`src/hw/rtl/ws2812_dimmed_bit_encoder_defines.svh`:
```
// Assertion macros used by the LED bit encoder top level.
`ifndef WS2812_DIMMED_BIT_ENCODER_DEFINES_SVH
`define WS2812_DIMMED_BIT_ENCODER_DEFINES_SVH

// Check that a condition implies a consequence in the same cycle.
`define WDBE_ASSERT_IMP(lbl, ante, cons) \
  lbl: assert property (@(posedge clk) disable iff (rst) (ante) |-> (cons)) \
    else $error("wdbe same-cycle check failed");

// Check that a condition implies a consequence in the next cycle.
`define WDBE_ASSERT_NXT(lbl, ante, cons) \
  lbl: assert property (@(posedge clk) disable iff (rst) (ante) |=> (cons)) \
    else $error("wdbe next-cycle check failed");

`endif

```
`src/hw/rtl/wdbe_pkg.sv`:
```
// Types, constants and gain table for the LED bit encoder.
`default_nettype none
package wdbe_pkg;

  localparam int BITS_PER_LED   = 24;
  localparam int MAX_BRIGHTNESS = 45;
  localparam int QUEUE_DEPTH    = 2;

  localparam logic [5:0] BRIGHTNESS_RST  = 6'd45;
  localparam logic [7:0] ONE_DUTY_RST    = 8'd53;
  localparam logic [7:0] ZERO_DUTY_RST   = 8'd27;
  localparam logic [7:0] RESET_SLOTS_RST = 8'd50;

  typedef enum logic [1:0] {
    REG_BRIGHTNESS  = 2'd0,
    REG_ONE_DUTY    = 2'd1,
    REG_ZERO_DUTY   = 2'd2,
    REG_RESET_SLOTS = 2'd3
  } reg_idx_t;

  // round(256 * tan(b degrees)) for b = 0..45
  localparam logic [8:0] GAIN_ROM [0:MAX_BRIGHTNESS] = '{
    9'd0,   9'd4,   9'd9,   9'd13,  9'd18,  9'd22,  9'd27,  9'd31,  9'd36,  9'd41,
    9'd45,  9'd50,  9'd54,  9'd59,  9'd64,  9'd69,  9'd73,  9'd78,  9'd83,  9'd88,
    9'd93,  9'd98,  9'd103, 9'd109, 9'd114, 9'd119, 9'd125, 9'd130, 9'd136, 9'd142,
    9'd148, 9'd154, 9'd160, 9'd166, 9'd173, 9'd179, 9'd186, 9'd193, 9'd200, 9'd207,
    9'd215, 9'd223, 9'd231, 9'd239, 9'd247, 9'd256
  };

  typedef struct packed {
    logic [BITS_PER_LED-1:0] grb;
    logic                    last;
  } led_word_t;

  typedef struct packed {
    logic [7:0] one_duty;
    logic [7:0] zero_duty;
    logic [7:0] reset_slots;
  } duty_cfg_t;

endpackage
`default_nettype wire

```
`src/hw/rtl/wdbe_front.sv`:
```
// Front end: dims one LED color and packs it as a GRB word.
`default_nettype none
module wdbe_front (
  input  wire logic              s_tvalid,
  output logic                   s_tready,
  input  wire logic [23:0]       s_tdata,   // red, green, blue
  input  wire logic              s_tlast,   // last_led
  input  wire logic [5:0]        brightness,
  input  wire logic              full,
  output logic                   push,
  output wdbe_pkg::led_word_t    push_word
);
  import wdbe_pkg::*;

  logic [8:0]  gain;
  logic [16:0] prod_r;
  logic [16:0] prod_g;
  logic [16:0] prod_b;

  assign gain   = GAIN_ROM[brightness];
  assign prod_r = {9'd0, s_tdata[7:0]}   * {8'd0, gain};
  assign prod_g = {9'd0, s_tdata[15:8]}  * {8'd0, gain};
  assign prod_b = {9'd0, s_tdata[23:16]} * {8'd0, gain};

  assign s_tready       = !full;
  assign push           = s_tvalid && !full;
  assign push_word.grb  = {prod_g[15:8], prod_r[15:8], prod_b[15:8]};
  assign push_word.last = s_tlast;
endmodule
`default_nettype wire

```
`src/hw/rtl/wdbe_queue.sv`:
```
// Short register queue between the front and back ends.
`default_nettype none
module wdbe_queue #(
  parameter int DEPTH = wdbe_pkg::QUEUE_DEPTH
) (
  input  wire logic                clk,
  input  wire logic                rst,
  input  wire logic                push,
  input  wire wdbe_pkg::led_word_t push_word,
  input  wire logic                pop,
  output logic                     full,
  output logic                     avail,
  output wdbe_pkg::led_word_t      head
);
  import wdbe_pkg::*;

  localparam int AW = (DEPTH > 1) ? $clog2(DEPTH) : 1;
  localparam int CW = $clog2(DEPTH + 1);

  led_word_t        slots [DEPTH];
  logic [AW-1:0]    wr_ptr;
  logic [AW-1:0]    rd_ptr;
  logic [CW-1:0]    count;

  assign full  = (count == CW'(DEPTH));
  assign avail = (count != '0);
  assign head  = slots[rd_ptr];

  always_ff @(posedge clk) begin
    if (push) begin
      slots[wr_ptr] <= push_word;
    end
  end

  always_ff @(posedge clk) begin
    if (rst) begin
      wr_ptr <= '0;
      rd_ptr <= '0;
      count  <= '0;
    end else begin
      if (push) begin
        wr_ptr <= (wr_ptr == AW'(DEPTH - 1)) ? '0 : wr_ptr + 1'b1;
      end
      if (pop) begin
        rd_ptr <= (rd_ptr == AW'(DEPTH - 1)) ? '0 : rd_ptr + 1'b1;
      end
      if (push && !pop) begin
        count <= count + 1'b1;
      end else if (pop && !push) begin
        count <= count - 1'b1;
      end
    end
  end
endmodule
`default_nettype wire

```
`src/hw/rtl/wdbe_back.sv`:
```
// Back end: serializes a GRB word into duty words and the frame reset.
`default_nettype none
module wdbe_back (
  input  wire logic                clk,
  input  wire logic                rst,
  input  wire wdbe_pkg::duty_cfg_t cfg,
  input  wire logic                avail,
  input  wire wdbe_pkg::led_word_t head,
  output logic                     pop,
  output logic                     m_tvalid,
  input  wire logic                m_tready,
  output logic [15:0]              m_tdata,   // duty, repeat_res
  output logic                     m_tlast,   // run_last
  output logic                     m_tuser    // frame_end
);
  import wdbe_pkg::*;

  typedef enum logic {PH_DATA, PH_RESET} phase_t;

  phase_t                  phase;
  logic                    busy;
  logic [BITS_PER_LED-1:0] word;
  logic [4:0]              cnt;
  logic                    last;
  logic                    has_reset;
  logic                    emit;
  logic                    last_bit;
  logic                    finishing;
  logic                    final_bit;

  assign emit      = busy && (!m_tvalid || m_tready);
  assign last_bit  = (cnt == 5'(BITS_PER_LED - 1));
  assign final_bit = last_bit && !has_reset;
  assign finishing = emit && ((phase == PH_RESET) || final_bit);
  assign pop       = avail && (!busy || finishing);

  always_ff @(posedge clk) begin
    if (rst) begin
      phase     <= PH_DATA;
      busy      <= 1'b0;
      m_tvalid  <= 1'b0;
      word      <= '0;
      cnt       <= '0;
      last      <= 1'b0;
      has_reset <= 1'b0;
      m_tdata   <= '0;
      m_tlast   <= 1'b0;
      m_tuser   <= 1'b0;
    end else begin
      if (emit) begin
        m_tvalid <= 1'b1;
        if (phase == PH_RESET) begin
          m_tdata <= {cfg.reset_slots, 8'd0};
          m_tlast <= 1'b1;
          m_tuser <= 1'b1;
        end else begin
          m_tdata <= {8'd1, word[BITS_PER_LED-1] ? cfg.one_duty : cfg.zero_duty};
          m_tlast <= final_bit;
          m_tuser <= final_bit && last;
        end
      end else if (m_tready) begin
        m_tvalid <= 1'b0;
      end
      if (pop) begin
        busy      <= 1'b1;
        phase     <= PH_DATA;
        word      <= head.grb;
        cnt       <= '0;
        last      <= head.last;
        has_reset <= head.last && (cfg.reset_slots != 8'd0);
      end else if (emit) begin
        if (finishing) begin
          busy <= 1'b0;
        end
        if (phase == PH_DATA) begin
          word <= {word[BITS_PER_LED-2:0], 1'b0};
          cnt  <= cnt + 1'b1;
          if (last_bit && has_reset) begin
            phase <= PH_RESET;
          end
        end
      end
    end
  end
endmodule
`default_nettype wire

```
`src/hw/rtl/ws2812_dimmed_bit_encoder.sv`:
```
// Top level of the dimmed GRB LED bit encoder.
//
// Input stream: one LED color per word, s_tdata holds red, green, blue
// (red lowest), s_tlast marks the last LED of the frame.
// Output stream: one bit-slot word per cycle while m_tready is high and
// words are queued; m_tdata holds duty (low byte) and repeat_res (high
// byte), m_tlast marks the final word of an LED, m_tuser the frame's.
// Each LED becomes 24 words, most significant bit of the GRB word first;
// the last LED adds one reset word (duty 0, held reset_slots slots) when
// reset_slots is nonzero.
// The first word of an LED passes the queue slot, the back end's word
// register and the output register. Each LED gives 24 words, 25 for a
// frame's last LED; the serializer loads the next queued LED with no gap.
// A two-entry queue sits between the dimming front end and the
// serializer, so input keeps flowing while output words wait.
// When the receiver stalls, the output word holds and the queue fills;
// s_tready drops only once the queue is full.
// Reset empties the queue and the output and restores the registers to
// brightness 45, one duty 53, zero duty 27, reset slots 50.
`default_nettype none
`include "ws2812_dimmed_bit_encoder_defines.svh"
module ws2812_dimmed_bit_encoder #(
  parameter int QUEUE_DEPTH = wdbe_pkg::QUEUE_DEPTH
) (
  input  wire logic        clk,
  input  wire logic        rst,
  input  wire logic        cfg_we,
  input  wire logic [1:0]  cfg_addr,
  input  wire logic [7:0]  cfg_data,
  input  wire logic        s_tvalid,
  output logic             s_tready,
  input  wire logic [23:0] s_tdata,   // red, green, blue
  input  wire logic        s_tlast,   // last_led
  output logic             m_tvalid,
  input  wire logic        m_tready,
  output logic [15:0]      m_tdata,   // duty, repeat_res
  output logic             m_tlast,   // run_last
  output logic             m_tuser    // frame_end
);
  import wdbe_pkg::*;

  logic [5:0] brightness;
  duty_cfg_t  cfg;
  logic       full;
  logic       avail;
  logic       push;
  logic       pop;
  led_word_t  push_word;
  led_word_t  head;

  always_ff @(posedge clk) begin
    if (rst) begin
      brightness      <= BRIGHTNESS_RST;
      cfg.one_duty    <= ONE_DUTY_RST;
      cfg.zero_duty   <= ZERO_DUTY_RST;
      cfg.reset_slots <= RESET_SLOTS_RST;
    end else if (cfg_we) begin
      case (reg_idx_t'(cfg_addr))
        REG_BRIGHTNESS: begin
          brightness <= (cfg_data[5:0] > 6'(MAX_BRIGHTNESS)) ?
                        6'(MAX_BRIGHTNESS) : cfg_data[5:0];
        end
        REG_ONE_DUTY:    cfg.one_duty    <= cfg_data;
        REG_ZERO_DUTY:   cfg.zero_duty   <= cfg_data;
        REG_RESET_SLOTS: cfg.reset_slots <= cfg_data;
        default: ;
      endcase
    end
  end

  wdbe_front u_front (
    .s_tvalid   (s_tvalid),
    .s_tready   (s_tready),
    .s_tdata    (s_tdata),
    .s_tlast    (s_tlast),
    .brightness (brightness),
    .full       (full),
    .push       (push),
    .push_word  (push_word)
  );

  wdbe_queue #(
    .DEPTH (QUEUE_DEPTH)
  ) u_queue (
    .clk       (clk),
    .rst       (rst),
    .push      (push),
    .push_word (push_word),
    .pop       (pop),
    .full      (full),
    .avail     (avail),
    .head      (head)
  );

  wdbe_back u_back (
    .clk      (clk),
    .rst      (rst),
    .cfg      (cfg),
    .avail    (avail),
    .head     (head),
    .pop      (pop),
    .m_tvalid (m_tvalid),
    .m_tready (m_tready),
    .m_tdata  (m_tdata),
    .m_tlast  (m_tlast),
    .m_tuser  (m_tuser)
  );

  `WDBE_ASSERT_IMP(a_bright_clamped, 1'b1, brightness <= 6'(MAX_BRIGHTNESS))
  `WDBE_ASSERT_IMP(a_frame_end_closes_run, m_tvalid && m_tuser, m_tlast)
  `WDBE_ASSERT_IMP(a_long_hold_is_reset, m_tvalid && (m_tdata[15:8] != 8'd1),
                   (m_tdata[7:0] == 8'd0) && m_tuser && m_tlast)
  `WDBE_ASSERT_IMP(a_full_blocks_input, full, !s_tready)

endmodule
`default_nettype wire
```
`config.mk`:
```
export PLATFORM = sky130hd
export DESIGN_NAME = ws2812_dimmed_bit_encoder
export DESIGN_NICKNAME = d
export VERILOG_FILES = /design/src/hw/rtl/wdbe_pkg.sv /design/src/hw/rtl/wdbe_front.sv /design/src/hw/rtl/wdbe_queue.sv /design/src/hw/rtl/wdbe_back.sv /design/src/hw/rtl/ws2812_dimmed_bit_encoder.sv
export VERILOG_INCLUDE_DIRS = /design/src /design/src/hw/rtl
export SDC_FILE = /design/constraint.sdc
export NUM_CORES = 1
export LEC_CHECK = 0
export BUFFER_PORTS_ARGS = -buffer_cell sky130_fd_sc_hd__buf_4
export CAP_MARGIN = 20
export CORE_ASPECT_RATIO = 1.2
export CORE_MARGIN = 5
export CORE_UTILIZATION = 57
export CTS_CLUSTER_DIAMETER = 150
export CTS_CLUSTER_SIZE = 10
export DETAILED_ROUTE_END_ITERATION = 8
export PLACE_DENSITY = 0.84
export SETUP_SLACK_MARGIN = 0.05
export SLEW_MARGIN = 20
export SYNTH_ARGS = -nofsm -noshare
export SYNTH_HDL_FRONTEND = slang
export SYNTH_SLANG_ARGS = --single-unit
```
`constraint.sdc`:
```
create_clock -name clk -period 5.9 [get_ports clk]
set_clock_uncertainty 0.2 [all_clocks]
set_input_delay 0.295 -clock clk [delete_from_list [all_inputs] [get_ports clk]]
set_output_delay 0.295 -clock clk [all_outputs]
set_load 0.1 [all_outputs]
```
==> summary.txt <==
Drt
  • Final routed wire length divided by cell count: roughly 17 µm
  • Vias: roughly 10000
  • # DRC: 0
  • Vias/cell: between 5 and 6
  • DRT antenna net count: 0
  • Routed WL: 29700 µm
  • Iter 0 DRT Violations: 682
  • Drt first pass iters: 8

STA
  • RSZ-0062 raised after global routing: yes
  • Min Tclk post-route: between 5 and 6 ns
  • Max Slew Vio Count: 0
  • Highest clock rate: between 0.15 and 0.2 GHz
  • Final Cycle Share: 101%
  • Sum Neg Setup Slack: -0.225 ns
  • Worst slew pin tran: 1.01 ns
  • Hold Slack: between 0.1 and 0.15 ns
  • Final Hold Viols: 0
  • Final setup vio count: 6
  • Setup ws final: -0.0512 ns
  • Rel. slew slack: roughly 32%

Clock tree
  • CTS sink count: around 140
  • H-tree Lvls: 4
  • Clk_lat worst skew: between 0.4 and 0.5 ns
  • Maximum clock path buffer count: 2
  • TritonCTS Buffers: 17
  • CTS root buf: clkbuf_16
  • Clock slew seen by the registers of the worst setup and hold paths: roughly 0.070 ns
  • CTS tree: done

Outcome
  • Violated checks: negative setup slack
  • Status: complete, but fails checks

Placed design
  • Port Buffers: 59
  • Placed instance area: approximately 13000 µm²
  • DPL Wire Length: ~20000 µm
  • RePlAce Congestion: 0.885

Logic synthesis
  • Share of the synthesized area in the top cell type: around a fifth
  • Synth area leader: fa_1
  • Primary FF master, synth: dfxtp_1
  • Ys Warns: 0
  • EDFF count, synth: 50
  • FFs w/ async S/R, synth: 0%
  • Synthesized cell area: roughly 12000 µm²
  • Synth top area cells: fa_1 (19%), dfxtp_1 (14%), edfxtp_1 (12%), ha_1 (11%), and2_1 (6.2%)
  • Seq cells post-synth: approximately 140
  • Post-synthesis instance total: around 1400
  • Commonest cells post-synth: inv_1 (174), nand2_1 (142), and2_1 (123)
  • Top-count cell post-synth: inv_1
  • Post-synthesis sequential area ratio: between 20% and 30%
  • Syn_nets: 1633
  • Yosys cell types: 59
  • Syn_area_per_cell: approximately 9 µm²

Floorplan
  • FP Rows: around 60
  • Total die area: approximately 25000 µm²
  • Placeable core region: ~22000 µm²
  • IO Pins: 60
  • Die height: 172 µm
  • Starting density of the core: a little under three fifths
  • Die Wd: roughly 140 µm

Setup path
  • CP startpoint kind: flip-flop
  • Critical Path AT: roughly 5.9 ns
  • Setup CP Type: reg2reg
  • Critical-path maximum fanout: 6
  • Reg2Reg Setup Slack: -0.05 ns
  • Worst path required time: 5.85 ns
  • Critical Path Sink Type: flip-flop

Power
  • Peak VDD IR: 0.351 mV
  • Lkg Pwr: approximately 6.7 nW
  • Power density over cell area: roughly 350 nW/µm²
  • Final total power: roughly 5.2 mW

Flow run
  • Max_cap viols: 0

Global routing
  • First-pass GRT wire length: 49000 µm
  • Initial antenna violation count: 0
  • Pin count of the biggest net entering global routing: just over 80
  • Grt ovf: 0
  • Overall global routing resource usage: a little under a quarter
  • Vias in the first global route: 10300

Finish
  • Final Core Density: approximately two thirds
  • Final instance area: 14700 µm²
  • # nets final: about 1700
  • ANT cells: 0
  • Area Overhead vs Synth: 18.1%
  • Layout cell share with drive strength beyond 1: around 16%

Hold path
  • HP Class: in2reg
## report_power, final
group          leakage (nW)  internal [mW]  switching [mW]
logic                  5.19           1.05            1.58
clock network         0.306          0.683           0.426
registers              1.18           1.33           0.125
total                  6.67           3.07            2.13
## logic make-up after synthesis
logic type,count (synthesis),share of synthesized area [%]
AND/OR/NAND/NOR,496,20.8
buffers and inverters,237,7.37
adder cells (fa/ha/maj),226,29.9
AO/OA/AOI/OAI,197,10.2
flip-flops,137,26.0
XOR/XNOR,37,2.60
multiplexers,37,3.08
## final cells by class
| class | instances | area [µm²] |
|---|---|---|
| inverter | 174 | 661 |
| clock inverter | 12 | 148 |
| sequential | 137 | 3250 |
| fill | 1539 | 6930 |
| multi-input combinational | 993 | 8670 |
| tap | 274 | 343 |
| timing repair buffer | 131 | 1150 |
| clock buffer | 19 | 475 |
## per-stage QoR
step	instances	worst slack, ns
after floorplan	1367	0.0490
after global placement	1676	0.00621
after detailed placement	1676	-0.115
after CTS	1728	0.0544
after global routing	1740	-0.214
final	1740	-0.0512
## layer usage
layer  track usage [%]  vias to the layer above  share of wire [%]
li1                  -                     4684                  -
met1              29.5                     4927                 41
met2              41.3                      348                 50
met3              3.98                       69                5.6
met4              8.07                        0                3.1
met5                 0                        -                  0
## timing repair
item                       in CTS  in global routing
setup endpoints to repair      26                 40
setup buffers                  10                 12
pin swaps                      10                 37
resized for setup              18                 62
gates cloned                    1                  0
hold buffers                   10                  0
hold endpoints to repair       32                  0
## state kept, by name (all words and copies together) (netlist names), named ones only
register and cells:
u_back.cnt 5, u_queue.wr_ptr 1, u_back.busy 1, brightness 6, u_queue.count 2, u_back.m_tdata 16, u_back.m_tvalid 1, u_back.last 1
u_queue.rd_ptr 1, u_back.phase 1, u_back.has_reset 1, u_queue.slots 50, u_back.m_tlast 1, cfg 24, u_back.word 24, u_back.m_tuser 1
## cells in the final DEF (no fill, tap or decap), drive strengths merged, types with 30 or more instances in the layout
cell type  instances
fa               120
nand2            142
o211ai            30
nor2              45
ha               106
mux2i             35
nor2b             47
buf              120
and2             123
dfxtp             87
a21oi             82
inv              182
nand3             52
edfxtp            50
## worst max-delay path, cell delays in order, from the launching register on
cell	delay, ns
dfxtp_4	0.38
inv_6	0.05
ha_4	0.26
nor2b_1	0.05
o21bai_1	0.15
mux4_2	0.49
o21a_4	0.27
buf_6	0.15
nand2_4	0.06
fa_1	0.43
fa_1	0.49
inv_1	0.05
fa_1	0.49
inv_2	0.04
fa_1	0.51
inv_2	0.05
ha_4	0.27
a21o_1	0.13
o21bai_4	0.15
a211oi_4	0.06
o41ai_4	0.44
a21oi_1	0.11
or3b_1	0.39
## final timing paths
kind,from,endpoint,depth (start not counted)
max,brightness[0],u_queue.slots[0][24],22
min,cfg_addr[0],cfg[13],4
max reg2reg,brightness[0],u_queue.slots[0][24],22
min reg2reg,u_back.m_tdata[15],u_back.m_tdata[15],2
No activity file was read; power rests on OpenSTA's default activity.
